===== config.mk =====
export PLATFORM = sky130hd
export DESIGN_NAME = button_debounce_long_press
export DESIGN_NICKNAME = d
export VERILOG_FILES = /design/src/rtl/bdlp_pkg.sv /design/src/rtl/button_debounce_long_press.sv /design/src/rtl/bdlp_time_cmp.sv /design/src/rtl/bdlp_event_queue.sv
export SDC_FILE = /design/constraint.sdc
export NUM_CORES = 1
export LEC_CHECK = 0
export ABC_CLOCK_PERIOD_IN_PS = 8100
export BUFFER_PORTS_ARGS = -buffer_cell sky130_fd_sc_hd__buf_2
export CORE_AREA = 2 2 215 132
export DETAILED_ROUTE_END_ITERATION = 6
export DIE_AREA = 0 0 217 134
export GPL_ROUTABILITY_DRIVEN = 0
export PLACE_DENSITY = 0.8
export SLEW_MARGIN = 20
export SYNTH_ARGS = -nofsm -noshare
export SYNTH_HDL_FRONTEND = slang
export SYNTH_SLANG_ARGS = --single-unit

===== constraint.sdc =====
create_clock -name clk -period 8.1 [get_ports clk]
set_clock_uncertainty 0.05 [all_clocks]
set_input_delay 0.81 -clock clk [delete_from_list [all_inputs] [get_ports clk]]
set_output_delay 0.81 -clock clk [all_outputs]
set_load 0.01 [all_outputs]

===== src/rtl/bdlp_pkg.sv =====
// Shared types and constants of the button debouncer with long-press detection.
// Used by every module of the block; depends on nothing.

package bdlp_pkg;

    // Sizing
    localparam int NUM_BUTTONS = 3;
    localparam int TIME_BITS   = 32;
    localparam int CFG_W       = 16;
    localparam int BTN_W       = 2;
    localparam int KIND_W      = 2;
    localparam int CMD_W       = 2;
    localparam int CFG_IDX_W   = 2;
    localparam int ELAPSED_W   = 16;
    localparam int BTN_IDX_W   = $clog2(NUM_BUTTONS);
    localparam int Q_DEPTH     = NUM_BUTTONS;
    localparam int Q_PTR_W     = $clog2(Q_DEPTH);
    localparam int Q_CNT_W     = $clog2(Q_DEPTH + 1);

    // Reset values of the configuration registers
    localparam logic [CFG_W-1:0] DEBOUNCE_RST   = CFG_W'(30);
    localparam logic [CFG_W-1:0] LONG_FIRST_RST = CFG_W'(1000);
    localparam logic [CFG_W-1:0] LONG_SECOND_RST = CFG_W'(1000);

    // Configuration register indexes
    localparam logic [CFG_IDX_W-1:0] CFG_DEBOUNCE    = 2'd0;
    localparam logic [CFG_IDX_W-1:0] CFG_LONG_FIRST  = 2'd1;
    localparam logic [CFG_IDX_W-1:0] CFG_LONG_SECOND = 2'd2;

    // Input commands
    localparam logic [CMD_W-1:0] CMD_TICK    = 2'd0;
    localparam logic [CMD_W-1:0] CMD_PRESS   = 2'd1;
    localparam logic [CMD_W-1:0] CMD_RELEASE = 2'd2;

    // Event kinds
    localparam logic [KIND_W-1:0] KIND_PRESS       = 2'd0;
    localparam logic [KIND_W-1:0] KIND_RELEASE     = 2'd1;
    localparam logic [KIND_W-1:0] KIND_LONG_FIRST  = 2'd2;
    localparam logic [KIND_W-1:0] KIND_LONG_SECOND = 2'd3;

    // One event as held in the event queue
    typedef struct packed {
        logic [BTN_W-1:0]  button;
        logic [KIND_W-1:0] kind;
    } event_t;

    // Push request from the sequencer to the event queue
    typedef struct packed {
        logic   push;
        event_t ev;
    } push_req_t;

    // Queue status back to the sequencer
    typedef struct packed {
        logic empty;
    } queue_stat_t;

    // Sequencer states
    typedef enum logic [2:0] {
        ST_IDLE  = 3'b001,
        ST_VISIT = 3'b010,
        ST_DRAIN = 3'b100
    } state_t;

endpackage


===== src/rtl/button_debounce_long_press.sv =====
// Top level of the button debouncer with long-press detection: sequencer,
// per-button state and configuration. Depends on bdlp_pkg, bdlp_time_cmp and
// bdlp_event_queue.

// A raw level report never yields an event. A tick is accepted and advances
// the clock, then the buttons (NUM_BUTTONS, here 3) are visited in order
// through a single shared subtract-and-compare unit, then its events are
// delivered while the output is ready, then the sequencer returns to idle.
// in_ready is low from after the tick's transfer until the sequencer is back
// in idle after its last event has been transferred. last_event marks the
// final event of a tick. Configuration writes take effect at once and should
// only be made while in_ready is high.

module button_debounce_long_press (
    input  logic                             clk,
    input  logic                             rst_n,
    input  logic                             in_valid,
    output logic                             in_ready,
    input  logic [bdlp_pkg::CMD_W-1:0]       command,
    input  logic [bdlp_pkg::BTN_W-1:0]       button,
    input  logic [bdlp_pkg::ELAPSED_W-1:0]   elapsed_time,
    output logic                             out_valid,
    input  logic                             out_ready,
    output logic [bdlp_pkg::BTN_W-1:0]       event_button,
    output logic [bdlp_pkg::KIND_W-1:0]      event_kind,
    output logic                             last_event,
    input  logic                             cfg_write,
    input  logic [bdlp_pkg::CFG_IDX_W-1:0]   cfg_index,
    input  logic [bdlp_pkg::CFG_W-1:0]       cfg_data
);
    import bdlp_pkg::*;

    // Configuration
    logic [CFG_W-1:0]     debounce_reg;
    logic [CFG_W-1:0]     long_first_reg;
    logic [CFG_W-1:0]     long_second_reg;

    // Sequencer
    state_t               state_reg, state_next;
    logic [BTN_IDX_W-1:0] idx_reg, idx_next;

    // Clock and per-button state
    logic [TIME_BITS-1:0]   clock_reg;
    logic [NUM_BUTTONS-1:0] raw_reg;
    logic [NUM_BUTTONS-1:0] stable_reg;
    logic [NUM_BUTTONS-1:0] pending_reg;
    logic [NUM_BUTTONS-1:0] fired_reg;
    logic [TIME_BITS-1:0]   change_time_reg [NUM_BUTTONS];
    logic [TIME_BITS-1:0]   press_time_reg  [NUM_BUTTONS];

    // Visit datapath
    logic                 in_xfer;
    logic                 raw_ok;
    logic [BTN_IDX_W-1:0] raw_idx;
    logic                 mismatch;
    logic                 is_first;
    logic                 is_second;
    logic [TIME_BITS-1:0] cmp_stamp;
    logic [CFG_W-1:0]     cmp_thr;
    logic                 cmp_reached;
    logic                 settle;
    logic                 debounced;
    logic                 long_hit;
    push_req_t            push_req;
    queue_stat_t          q_stat;

    assign in_ready = state_reg == ST_IDLE;
    assign in_xfer  = in_valid && in_ready;
    assign raw_ok   = button < BTN_W'(NUM_BUTTONS);
    assign raw_idx  = button[BTN_IDX_W-1:0];

    // Operand selection for the shared time unit
    assign mismatch  = raw_reg[idx_reg] != stable_reg[idx_reg];
    assign is_first  = idx_reg == BTN_IDX_W'(0);
    assign is_second = idx_reg == BTN_IDX_W'(1);
    assign cmp_stamp = mismatch ? change_time_reg[idx_reg] : press_time_reg[idx_reg];
    assign cmp_thr   = mismatch ? debounce_reg
                                : (is_first ? long_first_reg : long_second_reg);

    bdlp_time_cmp u_time_cmp (
        .now       (clock_reg),
        .stamp     (cmp_stamp),
        .threshold (cmp_thr),
        .reached   (cmp_reached)
    );

    // Per-button decisions for the button being visited
    always_comb
    begin
        settle    = 1'b0;
        debounced = 1'b0;
        long_hit  = 1'b0;
        push_req  = '0;
        push_req.ev.button = BTN_W'(idx_reg);
        if (state_reg == ST_VISIT)
        begin
            if (mismatch)
            begin
                if (!pending_reg[idx_reg])
                begin
                    settle = 1'b1;
                end
                else if (cmp_reached)
                begin
                    debounced = 1'b1;
                    if (raw_reg[idx_reg])
                    begin
                        push_req.push    = 1'b1;
                        push_req.ev.kind = KIND_PRESS;
                    end
                    else if (!fired_reg[idx_reg])
                    begin
                        push_req.push    = 1'b1;
                        push_req.ev.kind = KIND_RELEASE;
                    end
                end
            end
            else if (stable_reg[idx_reg] && !fired_reg[idx_reg]
                     && (is_first || is_second) && cmp_reached)
            begin
                long_hit         = 1'b1;
                push_req.push    = 1'b1;
                push_req.ev.kind = is_first ? KIND_LONG_FIRST : KIND_LONG_SECOND;
            end
        end
    end

    bdlp_event_queue u_event_queue (
        .clk          (clk),
        .rst_n        (rst_n),
        .push_req     (push_req),
        .drain        (state_reg == ST_DRAIN),
        .stat         (q_stat),
        .out_valid    (out_valid),
        .out_ready    (out_ready),
        .event_button (event_button),
        .event_kind   (event_kind),
        .last_event   (last_event)
    );

    // Sequencer next state
    always_comb
    begin
        state_next = state_reg;
        idx_next   = idx_reg;
        case (state_reg)
            ST_IDLE:
            begin
                if (in_xfer && command == CMD_TICK)
                begin
                    state_next = ST_VISIT;
                    idx_next   = '0;
                end
            end
            ST_VISIT:
            begin
                if (idx_reg == BTN_IDX_W'(NUM_BUTTONS - 1))
                begin
                    state_next = ST_DRAIN;
                end
                else
                begin
                    idx_next = idx_reg + 1'b1;
                end
            end
            ST_DRAIN:
            begin
                if (q_stat.empty)
                begin
                    state_next = ST_IDLE;
                end
            end
            default:
            begin
                state_next = ST_IDLE;
            end
        endcase
    end

    always_ff @(posedge clk or negedge rst_n)
    begin
        if (!rst_n)
        begin
            state_reg <= ST_IDLE;
            idx_reg   <= '0;
        end
        else
        begin
            state_reg <= state_next;
            idx_reg   <= idx_next;
        end
    end

    // Configuration registers
    always_ff @(posedge clk or negedge rst_n)
    begin
        if (!rst_n)
        begin
            debounce_reg    <= DEBOUNCE_RST;
            long_first_reg  <= LONG_FIRST_RST;
            long_second_reg <= LONG_SECOND_RST;
        end
        else if (cfg_write)
        begin
            case (cfg_index)
                CFG_DEBOUNCE:    debounce_reg    <= cfg_data;
                CFG_LONG_FIRST:  long_first_reg  <= cfg_data;
                CFG_LONG_SECOND: long_second_reg <= cfg_data;
                default:         ;
            endcase
        end
    end

    // Clock and button state
    always_ff @(posedge clk or negedge rst_n)
    begin
        if (!rst_n)
        begin
            clock_reg   <= '0;
            raw_reg     <= '0;
            stable_reg  <= '0;
            pending_reg <= '0;
            fired_reg   <= '0;
            for (int i = 0; i < NUM_BUTTONS; i++)
            begin
                change_time_reg[i] <= '0;
                press_time_reg[i]  <= '0;
            end
        end
        else
        begin
            // Raw reports and tick transfer
            if (in_xfer)
            begin
                case (command)
                    CMD_TICK:
                    begin
                        clock_reg <= clock_reg
                                     + {{(TIME_BITS-ELAPSED_W){1'b0}}, elapsed_time};
                    end
                    CMD_PRESS, CMD_RELEASE:
                    begin
                        if (raw_ok && (raw_reg[raw_idx] != (command == CMD_PRESS)))
                        begin
                            raw_reg[raw_idx]         <= command == CMD_PRESS;
                            change_time_reg[raw_idx] <= clock_reg;
                            pending_reg[raw_idx]     <= 1'b1;
                        end
                    end
                    default: ;
                endcase
            end

            // Visit results
            if (settle)
            begin
                stable_reg[idx_reg] <= raw_reg[idx_reg];
            end
            if (debounced)
            begin
                stable_reg[idx_reg]  <= raw_reg[idx_reg];
                pending_reg[idx_reg] <= 1'b0;
                if (raw_reg[idx_reg])
                begin
                    press_time_reg[idx_reg] <= clock_reg;
                    fired_reg[idx_reg]      <= 1'b0;
                end
            end
            if (long_hit)
            begin
                fired_reg[idx_reg] <= 1'b1;
            end
        end
    end

    // Checks
    a_no_input_while_output: assert property (@(posedge clk) disable iff (!rst_n)
        out_valid |-> !in_ready)
        else $error("input ready while events are being delivered");

    a_visit_index_range: assert property (@(posedge clk) disable iff (!rst_n)
        state_reg == ST_VISIT |-> idx_reg < BTN_IDX_W'(NUM_BUTTONS))
        else $error("button visit index out of range");

    a_visit_ends: assert property (@(posedge clk) disable iff (!rst_n)
        (state_reg == ST_VISIT && idx_reg == BTN_IDX_W'(NUM_BUTTONS - 1))
        |=> state_reg == ST_DRAIN)
        else $error("visit pass did not end after the last button");

    a_push_only_in_visit: assert property (@(posedge clk) disable iff (!rst_n)
        push_req.push |-> (state_reg == ST_VISIT && !out_valid))
        else $error("event pushed outside the visit pass");

endmodule


===== src/rtl/bdlp_time_cmp.sv =====
// Shared elapsed-time unit: wrapping subtract of a time stamp from the clock,
// then compare against a 16-bit threshold. Depends on bdlp_pkg.

module bdlp_time_cmp (
    input  logic [bdlp_pkg::TIME_BITS-1:0] now,
    input  logic [bdlp_pkg::TIME_BITS-1:0] stamp,
    input  logic [bdlp_pkg::CFG_W-1:0]     threshold,
    output logic                           reached
);
    import bdlp_pkg::*;

    logic [TIME_BITS-1:0] diff;

    // Time since stamp, modulo the clock width
    assign diff    = now - stamp;
    assign reached = diff >= {{(TIME_BITS-CFG_W){1'b0}}, threshold};

endmodule


===== src/rtl/bdlp_event_queue.sv =====
// Small event queue: filled while the buttons are visited, then drained on the
// output channel with the final entry flagged. Depends on bdlp_pkg.

module bdlp_event_queue (
    input  logic                         clk,
    input  logic                         rst_n,
    input  bdlp_pkg::push_req_t          push_req,
    input  logic                         drain,
    output bdlp_pkg::queue_stat_t        stat,
    output logic                         out_valid,
    input  logic                         out_ready,
    output logic [bdlp_pkg::BTN_W-1:0]   event_button,
    output logic [bdlp_pkg::KIND_W-1:0]  event_kind,
    output logic                         last_event
);
    import bdlp_pkg::*;

    event_t               entry_reg [Q_DEPTH];
    logic [Q_PTR_W-1:0]   wr_ptr_reg, wr_ptr_next;
    logic [Q_PTR_W-1:0]   rd_ptr_reg, rd_ptr_next;
    logic [Q_CNT_W-1:0]   count_reg, count_next;
    logic                 pop;

    // Output side
    assign out_valid    = drain && (count_reg != '0);
    assign pop          = out_valid && out_ready;
    assign event_button = entry_reg[rd_ptr_reg].button;
    assign event_kind   = entry_reg[rd_ptr_reg].kind;
    assign last_event   = count_reg == Q_CNT_W'(1);
    assign stat.empty   = count_reg == '0;

    // Pointer and fill count update
    always_comb
    begin
        wr_ptr_next = wr_ptr_reg;
        rd_ptr_next = rd_ptr_reg;
        count_next  = count_reg;
        if (push_req.push)
        begin
            wr_ptr_next = (wr_ptr_reg == Q_PTR_W'(Q_DEPTH - 1)) ? '0
                                                                  : wr_ptr_reg + 1'b1;
        end
        if (pop)
        begin
            rd_ptr_next = (rd_ptr_reg == Q_PTR_W'(Q_DEPTH - 1)) ? '0
                                                                  : rd_ptr_reg + 1'b1;
        end
        case ({push_req.push, pop})
            2'b10:   count_next = count_reg + 1'b1;
            2'b01:   count_next = count_reg - 1'b1;
            default: count_next = count_reg;
        endcase
    end

    always_ff @(posedge clk or negedge rst_n)
    begin
        if (!rst_n)
        begin
            wr_ptr_reg <= '0;
            rd_ptr_reg <= '0;
            count_reg  <= '0;
        end
        else
        begin
            wr_ptr_reg <= wr_ptr_next;
            rd_ptr_reg <= rd_ptr_next;
            count_reg  <= count_next;
        end
    end

    // Entry storage
    always_ff @(posedge clk)
    begin
        if (push_req.push)
        begin
            entry_reg[wr_ptr_reg] <= push_req.ev;
        end
    end

endmodule


# == Word level (Yosys, flattened, before mapping) ==
# Memory sizes are Yosys's and may differ from the RTL's.
# Index checks and enable logic that the tools add are counted.
# totals
reg_bits,295
latch_bits,0
mem_bits_rw,12
wordCells,171
romBits,0
memories,1
inputBits,43
# memory_table
name,words,word_bits,read_ports,rd_ports_with_merged_regs,write_ports,line_no,source
u_event_queue.entry_reg,3,4,1,0,1,bdlp_event_queue.sv:18,event_t entry_reg [Q_DEPTH];
# classes
eq_ne,20
n_reduce_logical,30
multipliers,0
addsub,7
mux,77
n_bitwise,7
shift,0
n_div,0
order_cmp,10
# op_table
cell,n
32-bit 2-to-1 mux,7
96-bit bitwise mux,2
32-bit binary-select mux with 2-bit select,2
32-bit demux with 2-bit select,2
3-bit 2-to-1 mux,12
32-bit by 16-bit adder with 32-bit output,1
32-bit by 16-bit >= comparator with 1-bit output,1
16-bit 2-to-1 mux,2
32-bit subtractor,1
1-bit 2-to-1 mux,30
2-bit 2-to-1 mux,7
"2-bit equality test, second input constant",6
1-bit logical AND,12
1-bit binary-select mux with 2-bit select,5
"2-bit by 1-bit equality test with 1-bit output, second input constant",5
2-bit AND reduction,5
3-bit bitwise mux,3
3-bit case mux with 3 select lines,1
3-bit AND reduction,3
"2-bit by 1-bit adder with 2-bit output, second input constant",4
2-bit zero test,4
2-bit case mux with 2 select lines,2
3-bit bitwise AND,2
"3-bit >= comparator, second input constant",2
19 further kinds,30

# == Depth between registers and ports, before layout ==
# Gate-level depths: netlist of run 1.
# logic_depth
ltp_word,14
ltp_mapped,29

# == By module ==
# A second synthesis of run 1 with hierarchy kept.
# unflattened
hier_cells,1724
hier_area_um2,16922.5
# modules_own_cells
mod,area_each_um2,cells_each,instances
button_debounce_long_press,13809.5,1324,1
bdlp_time_cmp,2344.7,346,1
bdlp_event_queue,768.2,54,1

# == Least setup slack after synthesis of run 1 ==
# OpenSTA, ideal clock, no wires.
# synth_path
kind,register to register
start,register idx_reg[0]
end,memory u_event_queue.entry_reg[0][0] (netlist name) (data pin)
path_stages_with_launch,28
t_required_ns,7.787
setup_ns,0.263
slack_ns,1.701
path_buffers,3
arrival_ns,6.086
cell_sequence,dfrtp_1 buf_2 and2b_1 o2bb2ai_2 xnor2_2 clkbuf_1 buf_1 mux2i_1 nor2_1 a21oi_1 ha_1 and2_1 and3_1 a32oi_1 and3_1 a31oi_1 xor2_1 ha_1 nand4_1 nor3_1 a22oi_1 o311ai_0 a2111oi_0 o2111ai_1 nor4_1 nand4_4 nor2b_1 a22o_1
# synth_lines
element,line_no,source
start: declaration,button_debounce_long_press.sv:40,"logic [BTN_IDX_W-1:0] idx_reg, idx_next;"
start signal: assignment,button_debounce_long_press.sv:190,idx_reg <= idx_next;
end: declaration,bdlp_event_queue.sv:18,

# == Final worst setup path of run 1 ==
# layout_path
start,register idx_reg[0]
end,register press_time_reg[47] (netlist name)
# layout_via
elab_chain_cells,12
# layout_lines
element,line_no,source
2-bit NOT with 3-bit output (implied by the code),"button_debounce_long_press.sv:76, button_debounce_long_press.sv:265",
32-bit binary-select mux with 2-bit select,button_debounce_long_press.sv:76,assign cmp_stamp = mismatch ? change_time_reg[idx_reg] : press_time_reg[idx_reg];
32-bit 2-to-1 mux (implied by the code) (2 in a row),button_debounce_long_press.sv:76,
32-bit 2-to-1 mux,button_debounce_long_press.sv:76,
32-bit subtractor,bdlp_time_cmp.sv:15,assign diff = now - stamp;
32-bit by 16-bit >= comparator with 1-bit output,bdlp_time_cmp.sv:16,"assign reached = diff >= {{(TIME_BITS-CFG_W){1'b0}}, threshold};"
1-bit 2-to-1 mux,button_debounce_long_press.sv:103,else if (cmp_reached)
1-bit 2-to-1 mux,button_debounce_long_press.sv:99,if (!pending_reg[idx_reg])
1-bit 2-to-1 mux,button_debounce_long_press.sv:97,if (mismatch)
1-bit 2-to-1 mux,button_debounce_long_press.sv:95,if (state_reg == ST_VISIT)
2-bit AND reduction (no line),-,
end signal: indexed assignment,button_debounce_long_press.sv:265,press_time_reg[idx_reg] <= clock_reg;
end: declaration,button_debounce_long_press.sv:49,logic [TIME_BITS-1:0] press_time_reg [NUM_BUTTONS];
# Parallel ways exist; a longest one is shown, timed or not. The select of a mux whose other input is x is not followed.
# A chain may end at the register's enable or synchronous reset.

==> flow_summary_export.csv, run 1 <==
group,metric,value,unit
run_status,status,"complete, but fails checks",
run_status,violations,"design-rule violations",
logic_synthesis,synth_enable_flop_cells,12,
global_route,overflow,0,
critical_path,startpoint_type,"flop",
sta,hold_slack,0.2346,ns
cts,root_buffer,"clkbuf_16",
floorplanning,die_y,134,um
detailed_routing,drtIter0Drc,1339,
final_layout,n_antenna_cell,0,
logic_synthesis,synthArstFlopShare,0.9609,
final_layout,fillers,2013,
power,p_per_area,298.8,mW/mm^2
logic_synthesis,synth_area_leaders,"dfrtp_1 (41%), mux2_2 (11%), ha_1 (5.3%), nand2_1 (4.9%), mux4_2 (4.1%)",
sta,setup_ws,0.3939,ns
global_route,grt_first_pass_wirelength,66.37,mm
cts,clockBufferDepth,3,
critical_path,end_kind,"flop",
placed_design,pre_cts_ws,0.6673,ns
sta,hold_viol,0,
detailed_routing,drc,3,
detailed_routing,wl,40.81,mm
floorplanning,initial_core_util,0.6203,
sta,drv_slew,0,
power,p_int,3.504,mW
final_layout,nets,1665,
power,clkPwrFrac,0.274,
detailed_routing,drtPass1Iterations,7,
power,total_leakage_power,8.970,nW
cts,cts_tree,"done",
logic_synthesis,ys_seq_area_frac,0.4607,
logic_synthesis,yosys.area.top_type,"dfrtp_1",
detailed_routing,wl_met2,18.10,mm
final_layout,synthToLayoutAreaGrowth,9.362,%
cts,clock_sinks,307,
detailed_routing,vias_per_cell,6.304,
critical_path,cp_cell_sequence,"and2b_1, o2bb2ai_2, xnor2_4, buf_4, mux4_2, a21oi_1, ha_1, o21a_1, o31a_1, o2111ai_1, and3_1, a31oi_1, xor2_1, ha_1, nand4_1, nor3_1, a22oi_1, o311ai_0, a2111oi_0, o2111ai_1, nor4_1, nand4_4, nand2_4, mux2_2",
floorplanning,core.rowCount,47,
logic_synthesis,synth_area,0.01685,mm^2
logic_synthesis,syn_nets,1647,
cts,cts_setup_buffers,0,
critical_path,cp.required,8.49,ns
detailed_routing,antenna_left,0,
critical_path,arrival,8.09,ns
logic_synthesis,ys_ff_latch,307,
global_route,antenna_found_initial,0,
detailed_routing,dr.max_layer_used,"met4",
critical_path,slowest_stage,"xnor2_4",
placed_design,dpl_cell_area,0.01736,mm^2
power,pwr-share-seq,0.361,
placed_design,portBuffers,49,
logic_synthesis,synthDistinctLibCells,72,
cts,cts_max_level,1,
floorplanning,coreArea,0.02717,mm^2
power,pwr-share-comb,0.365,
power,switchingPower,2.003,mW
logic_synthesis,synth_common_cells,"dfrtp_1 (278), nand2_1 (218), mux2_2 (172)",
detailed_routing,wl_met1,18.68,mm
global_route,grt_max_degree,178,
logic_synthesis,synth_most_common_cell,"dfrtp_1",
detailed_routing,wl_per_cell,21.06,um
sta,tightestPinTransition,1.044,ns
detailed_routing,via_count,12220,
final_layout,layout-drive-gt1-share,0.2253,
critical_path,path_class,"flop to flop",
logic_synthesis,synth_warnings,0,
sta,fmax,129.8,MHz
cts,insertion_delay,0.57,ns
critical_path,cpPeakStageDelay,0.62,ns
placed_design,hpwlAfterDp,26.63,mm
sta,rsz0062_at_grt,"yes",
logic_synthesis,synth_area_per_cell,11.01,um^2
worst_hold_path,hp-class,"input port to async pin",
detailed_routing,dr_wl_met3,3.131,mm
critical_path,path_max_fanout,33,
logic_synthesis,synth_top_area_share,0.4128,
global_route,grt_pass1_vias,12220,
floorplanning,num_io_pins,50,
sta,setup_violations,0,
logic_synthesis,syn_inst,1531,
power,swShare,0.3637,
cts,path_clk_slew,0.07,ns
sta,slew_headroom,0.3043,
power,max-vdd-ir-drop,0.1913,mV
logic_synthesis,synthFlopType,"dfrtp_1",
cts,cts_buffers,29,
floorplanning,dieArea,0.02908,mm^2
floorplanning,die_x,217,um
sta,period_needed,7.706,ns
run,maxCapViolations,0,
final_layout,utilization,0.6784,
cts,holdBufCountCts,0,
sta,finalCritPeriodShare,0.9514,
final_layout,finalInstanceArea,0.01843,mm^2
global_route,grtUsageTotal,0.2882,
[final timing paths]
path | startpoint | to | slack, ns | cells after the start
max | idx_reg[0] | press_time_reg[47] | 0.39 | 24
min | rst_n | clock_reg[2] | 0.23 | 1
max reg2reg | idx_reg[0] | press_time_reg[47] | 0.39 | 24
min reg2reg | change_time_reg[61] | change_time_reg[61] | 0.42 | 2
max in group asynchronous | rst_n | change_time_reg[24] | 6.25 | 2
min in group clk | change_time_reg[61] | change_time_reg[61] | 0.42 | 2
[power by group through the flow]
stage | logic, mW | registers, mW | clock network [mW]
after CTS | 1.98 | 1.98 | 1.52
after global placement | 1.88 | 1.99 | 0
after global routing | 2.21 | 2.02 | 1.59
after floorplan | 1.48 | 1.91 | 0
after detailed placement | 1.95 | 2.00 | 0
final | 2.01 | 1.99 | 1.51
[worst max-delay path: cells and delay by family, from the launching register on]
family / cells / cell delay [ns]
adders and majority gates: 2 / 0.69
AOI/OAI and AO/OA: 10 / 2.21
and+or+nand+nor: 7 / 2.19
muxes: 2 / 0.72
DFF: 1 / 0.55
buffers and inverters: 1 / 0.33
xor gates and xnor gates: 2 / 0.80
[kinds of logic after synthesis]
group,Yosys count,synth area share
AOI/OAI and AO/OA,271,0.09674
xor gates and xnor gates,51,0.02695
adders and majority gates,73,0.05509
buffers and inverters,108,0.02844
DFF,307,0.4607
muxes,302,0.2182
and+or+nand+nor,419,0.1139
[routing by layer]
| layer | track usage | vias to the layer above |
|---|---|---|
| met1 | 0.4295 | 6154 |
| met2 | 0.4359 | 467 |
| met3 | 0.05873 | 77 |
| li1 | - | 5520 |
| met5 | 0 | - |
| met4 | 0.07040 | 0 |
[metrics by stage]
| stage | total power [mW] | cells | setup TNS (ns) |
|---|---|---|---|
| 3_3_place_gp | 3.875 | 1885 | 0 |
| 5_1_grt | 5.821 | 1938 | -0.01415 |
| 6_report | 5.508 | 1938 | 0 |
| 2_1_floorplan | 3.395 | 1531 | 0 |
| 4_1_cts | 5.489 | 1938 | 0 |
| 3_5_place_dp | 3.956 | 1885 | 0 |
[cell usage in the layout, fill, tap and decap left out, types with 13 or more instances in the layout]
| cell | netlist | layout |
|---|---|---|
| dfrtp_1 | 278 | 277 |
| nand2_1 | 218 | 217 |
| mux2_2 | 172 | 172 |
| a21oi_1 | 97 | 97 |
| o21ai_0 | 78 | 78 |
| nor2_1 | 75 | 75 |
| ha_1 | 71 | 71 |
| mux2i_1 | 58 | 58 |
| buf_2 | 5 | 48 |
| mux2_1 | 41 | 41 |
| mux4_2 | 31 | 31 |
| clkbuf_16 | 0 | 30 |
| inv_1 | 28 | 28 |
| xnor2_1 | 27 | 27 |
| nand3_1 | 26 | 25 |
| xor2_1 | 23 | 23 |
| and3_1 | 17 | 17 |
| dfstp_2 | 17 | 17 |
| buf_4 | 0 | 16 |
| a21o_1 | 14 | 14 |
| nor3_1 | 13 | 13 |
[what timing repair did]
| action | in CTS | in global routing |
|---|---|---|
| endpoints found under the setup margin | 0 | 50 |
| gates resized for setup | 0 | 0 |
| endpoints found under the hold margin | 0 | 0 |
[layout make-up]
type,instances,area (um^2),area share
Clock buffer,38,810.8,0.04399
Inverter,29,108.9,0.005906
Multi-Input combinational cell,1116,8645,0.4690
Tap cell,367,459.2,0.02492
Timing Repair Buffer,66,395.4,0.02145
Clock inverter,15,246.5,0.01337
Sequential cell,307,7765,0.4213
(Power assumes the default switching activity.)
==> run 2: changes to the inputs <==
Settings changed: CORE_AREA 2 2 215 132 to 2 2 229 141, DIE_AREA 0 0 217 134 to 0 0 231 143, PLACE_DENSITY 0.8 to 0.71.
==> run 2 against run 1 <==
Effect of this change: the flow now finishes without violations; global-route usage decreased by 3.9 points; via count decreased by 2.3%; critical path depth unchanged; cell area decreased by 0.27%; register-to-register slack improved by 0.14 ns; routed wire length decreased by 1.4%; count of clock-buffer cells in the layout increased by 4; clock power decreased by 9%; setup slack improved by 0.14 ns; core utilization decreased by 8.1 points; die area increased by 14%; cell count increased by 2.5%; largest power group unchanged; highest routed layer unchanged.
==> flow_summary_export.csv, run 2 (synthesis results as in run 1) <==
group,metric,value,unit
final_layout,n_antenna_cell,0,
sta,slew_headroom,0.3242,
detailed_routing,wl_per_cell,20.26,um
final_layout,layout-drive-gt1-share,0.2229,
critical_path,path_class,"flop to flop",
sta,tightestPinTransition,1.011,ns
cts,insertion_delay,0.56,ns
floorplanning,initial_core_util,0.5475,
critical_path,cp_num_cells,24,
power,total_leakage_power,8.905,nW
sta,fmax,132.2,MHz
final_layout,synthToLayoutAreaGrowth,9.065,%
worst_hold_path,hp-class,"input port to async pin",
final_layout,utilization,0.5972,
critical_path,path_delay_family,"simple AND/OR/NAND/NOR gates",
detailed_routing,vias_per_cell,6.009,
detailed_routing,drtIter0Drc,1089,
critical_path,r2r_setup_slack,0.53,ns
sta,finalCritPeriodShare,0.9340,
critical_path,startpoint_type,"flop",
critical_path,reg2reg_to,"press_time_reg[26]",
cts,root_buffer,"clkbuf_16",
global_route,grt_max_degree,153,
detailed_routing,drtPass1Iterations,5,
floorplanning,core.rowCount,50,
global_route,grt_pass1_vias,11540,
critical_path,cpPeakStageDelay,0.61,ns
detailed_routing,wl,40.23,mm
critical_path,reg2reg_from,"idx_reg[0]",
cts,cts_buffers,29,
cts,holdBufCountCts,0,
floorplanning,die_x,231,um
power,p_per_area,292.6,mW/mm^2
critical_path,crit_end,"press_time_reg[26]",
detailed_routing,drc,0,
power,total_power,5.377,mW
sta,setup_violations,0,
sta,drv_slew,0,
floorplanning,num_io_pins,50,
floorplanning,dieArea,0.03303,mm^2
critical_path,path_buf_inv,1,
sta,fin_setup_tns,0,ns
sta,hold_viol,0,
run,maxCapViolations,0,
critical_path,slowest_stage,"dfrtp_1",
critical_path,arrival,7.96,ns
critical_path,cp.required,8.49,ns
global_route,grtUsageTotal,0.2491,
cts,clockBufferDepth,3,
cts,cts_setup_buffers,0,
sta,period_needed,7.566,ns
final_layout,final_common_cell,"dfrtp_1",
cts,clock_sinks,307,
run_status,status,"complete, no violations",
power,max-vdd-ir-drop,0.1450,mV
detailed_routing,via_count,11930,
global_route,grt_use_met2,0.3676,
global_route,grt-busiest-layer,"met1",
final_layout,mostFrequentLayoutCells,"dfrtp_1 (277), nand2_1 (217), mux2_2 (172)",
placed_design,hpwlAfterDp,27.19,mm
global_route,use_met1,0.3850,
critical_path,reg2reg_depth,24,
cts,path_clk_slew,0.07,ns
global_route,overflow,0,
final_layout,fillers,2522,
placed_design,portBuffers,49,
critical_path,path_max_fanout,39,
critical_path,end_kind,"flop",
sta,rsz0062_at_grt,"no",
critical_path,critPathLaunch,"idx_reg[0]",
critical_path,cp_cell_sequence,"nand2_1, o22ai_1, xnor2_4, buf_4, mux4_2, a21oi_1, ha_1, and2_1, and3_1, a32oi_1, and3_1, a31oi_1, xor2_1, ha_1, nand4_1, nor3_1, a22oi_1, o311ai_0, a2111oi_0, o2111ai_1, nor4_1, nand4_4, nand2_4, mux2_2",
floorplanning,die_y,143,um
global_route,met3_usage,0.04912,
floorplanning,coreArea,0.03078,mm^2
cts,cts_resized,0,
final_layout,nets,1664,
global_route,grt_first_pass_wirelength,64.72,mm
detailed_routing,antenna_left,0,
sta,hold_slack,0.1477,ns
global_route,antenna_found_initial,0,
cts,cts_tree,"done",
cts,cts_max_level,1,
==> run 2: changes by cell type in the layout (fill, tap and decap cells not counted), moves of 2 or more <==
cell	before	now
clkbuf_1	5	7
clkbuf_8	3	6
clkinv_4	0	4
bufinv_16	6	2
buf_4	16	14
==> run 2: per-layer routing <==
metal  wire [um]  up-vias
met1       19580     6012
met3        2911       39
met4         590        0
met5           0        -
li1            -     5513
met2       17160      369
==> run 2: metrics by stage <==
step | instance area (um^2) | worst slack, ns | instances
floorplan | 16850 | 1.701 | 1531
global placement | 17420 | 0.9833 | 1933
detailed placement | 17420 | 0.8301 | 1933
CTS | 18380 | 0.7472 | 1986
global route | 18380 | 0.07245 | 1986
finish | 18380 | 0.5344 | 1986
==> run 2: final cells by class <==
type                            count  area [um^2]  share of cell area
Sequential cell                   307         7765              0.4225
Timing Repair Buffer               65        391.6             0.02131
Multi-Input combinational cell   1116         8635              0.4698
Inverter                           29        108.9            0.005922
Clock inverter                     11        125.1            0.006807
Tap cell                          416        520.5             0.02832
Clock buffer                       42        834.6             0.04541
==> run 2: worst min-delay path by stage <==
stage / from / endpoint / slack, ns / depth (start not counted)
finish: rst_n / clock_reg[2] / 0.15 / 1
global route: rst_n / clock_reg[4] / 0.18 / 1
CTS: rst_n / clock_reg[4] / 0.15 / 1
detailed placement: change_time_reg[38] / change_time_reg[38] / 0.41 / 2
global placement: change_time_reg[45] / change_time_reg[45] / 0.40 / 2
floorplan: change_time_reg[34] / change_time_reg[34] / 0.39 / 2
==> run 2: power breakdown <==
part           total (mW)  switching [mW]  internal (mW)
logic                2.01            1.18          0.836
registers            1.98           0.220           1.76
clock network        1.38           0.600          0.781
==> run 3: changes to the inputs <==
Settings changed: CORE_AREA 2 2 229 141 to 2 2 262 161, DIE_AREA 0 0 231 143 to 0 0 264 163, PLACE_DENSITY 0.71 to default.
==> run 3 against run 2 <==
Effect of this change: via count is 1.4% lower; cell area is 1.1% higher; cell count is 6.4% higher; count of clock-buffer cells in the layout is 3 higher; routed wire length is 0.83% higher; maximum frequency is 0.89% higher; sequential power hardly changed; clock power is 3% higher; flip-flop and latch count stayed put; global-route usage is 5.9 points lower; critical path type unchanged; critical endpoint is now press_time_reg[73]; largest power group unchanged; highest routed layer unchanged.
==> flow_summary_export.csv, run 3 (synthesis results as in run 1) <==
group,metric,value,unit
placed_design,dpl_cell_area,0.01757,mm^2
final_layout,layout-drive-gt1-share,0.2244,
sta,drv_slew,0,
sta,fmax,133.4,MHz
floorplanning,core.rowCount,58,
final_layout,mostFrequentLayoutCells,"dfrtp_1 (277), nand2_1 (217), mux2_2 (172)",
cts,clock_sinks,307,
critical_path,reg2reg_to,"press_time_reg[73]",
critical_path,r2r_setup_slack,0.60,ns
critical_path,crit_end,"press_time_reg[73]",
power,p_int,3.419,mW
placed_design,portBuffers,49,
detailed_routing,drtIter0Drc,1141,
critical_path,reg2reg_from,"idx_reg[0]",
power,pwr-share-seq,0.366,
power,total_leakage_power,8.931,nW
critical_path,cp.required,8.50,ns
final_layout,synthToLayoutAreaGrowth,10.22,%
global_route,grt_max_degree,176,
run,maxCapViolations,0,
global_route,grtUsageTotal,0.1900,
final_layout,nets,1665,
critical_path,critPathLaunch,"idx_reg[0]",
critical_path,path_max_fanout,33,
final_layout,n_antenna_cell,0,
cts,cts_tree,"done",
power,clkPwrFrac,0.264,
sta,rsz0062_at_grt,"no",
cts,path_clk_slew,0.06,ns
sta,setup_violations,0,
sta,tightestPinTransition,0.9773,ns
floorplanning,dieArea,0.04303,mm^2
worst_hold_path,hp-class,"input port to async pin",
power,switchingPower,1.972,mW
detailed_routing,antenna_left,0,
cts,cts_setup_buffers,0,
final_layout,finalInstanceArea,0.01858,mm^2
detailed_routing,drc,0,
global_route,grt_pass1_vias,11370,
placed_design,hpwlAfterDp,26.91,mm
detailed_routing,vias_per_cell,5.569,
sta,hold_viol,0,
floorplanning,initial_core_util,0.4117,
power,pwr-share-comb,0.370,
power,max-vdd-ir-drop,0.1898,mV
sta,fin_setup_tns,0,ns
detailed_routing,drtPass1Iterations,5,
power,swShare,0.3657,
cts,cts_buffers,30,
cts,cts_resized,0,
cts,insertion_delay,0.58,ns
global_route,overflow,0,
floorplanning,die_x,264,um
placed_design,placedCellCount,2057,
global_route,grt_first_pass_wirelength,64.81,mm
cts,cts_max_level,1,
detailed_routing,wl_per_cell,19.20,um
detailed_routing,via_count,11770,
critical_path,reg2reg_depth,24,
sta,finalCritPeriodShare,0.9257,
sta,slew_headroom,0.3485,
critical_path,end_kind,"flop",
detailed_routing,wl,40.57,mm
cts,clockBufferDepth,3,
global_route,antenna_found_initial,0,
final_layout,final_common_cell,"dfrtp_1",
critical_path,path_class,"flop to flop",
cts,root_buffer,"clkbuf_16",
floorplanning,coreArea,0.04093,mm^2
critical_path,arrival,7.89,ns
final_layout,instances_no_fill,2113,
run_status,status,"complete, no violations",
cts,holdBufCountCts,0,
sta,period_needed,7.499,ns
floorplanning,num_io_pins,50,
power,p_per_area,290.2,mW/mm^2
critical_path,startpoint_type,"flop",
floorplanning,die_y,163,um
-- run 3: critical path, stage by stage (launching register included) --
cell,delay (ns)
dfrtp_1,0.62
nand2_1,0.10
o22ai_1,0.40
xnor2_4,0.19
buf_4,0.41
mux4_2,0.37
a21oi_1,0.20
ha_1,0.25
nor2b_1,0.16
o31a_1,0.27
o2111ai_1,0.37
and3_1,0.31
a31oi_1,0.16
xor2_1,0.19
ha_1,0.35
nand4_1,0.13
nor3_1,0.08
a22oi_1,0.13
o311ai_0,0.14
a2111oi_0,0.52
o2111ai_1,0.19
nor4_1,0.39
nand4_4,0.34
nand2_4,0.60
mux2_2,0.41
-- run 3: power groups by stage --
| stage | Clock, mW | Combinational (mW) | Sequential (mW) |
|---|---|---|---|
| 6_report | 1.42 | 2.00 | 1.97 |
| 5_1_grt | 1.53 | 2.22 | 2.01 |
| 4_1_cts | 1.46 | 1.98 | 1.98 |
| 3_5_place_dp | 0 | 1.97 | 2.00 |
| 3_3_place_gp | 0 | 1.93 | 2.00 |
| 2_1_floorplan | 0 | 1.48 | 1.91 |
-- run 3: worst min-delay path by stage --
| stage | start | to | slack (ns) | cells past startpoint |
|---|---|---|---|---|
| CTS | rst_n | clock_reg[3] | 0.33 | 1 |
| floorplan | change_time_reg[34] | change_time_reg[34] | 0.39 | 2 |
| global placement | change_time_reg[43] | change_time_reg[43] | 0.40 | 2 |
| detailed placement | change_time_reg[47] | change_time_reg[47] | 0.40 | 2 |
| finish | rst_n | clock_reg[3] | 0.26 | 1 |
| global route | rst_n | clock_reg[3] | 0.32 | 1 |
-- run 3: through the flow --
step	util	setup slack [ns]	hold slack [ns]	power, mW
finish	0.4538	0.6014	0.2567	5.391
global route	0.4538	0.06322	0.3246	5.762
CTS	0.4537	0.6848	0.3255	5.413
detailed placement	0.4293	0.7339	0.4049	3.968
global placement	0.4293	0.9793	0.3978	3.931
floorplan	-	1.701	0.3880	3.395
-- run 3: area by class of cell --
class	count	area, um^2
Inverter	29	108.9
Clock inverter	11	110.1
Timing Repair Buffer	65	387.9
Tap cell	540	675.6
Clock buffer	45	888.4
Multi-Input combinational cell	1116	8640
Sequential cell	307	7765
Fill cell	3745	22350
-- run 3: per-layer routing --
layer  track usage  part of all wire  up-vias
li1              -                 -     5538
met4       0.02918             0.013        0
met3       0.04218             0.062       42
met5             0                 0        -
met1        0.2936              0.51     5883
met2        0.2750              0.42      305
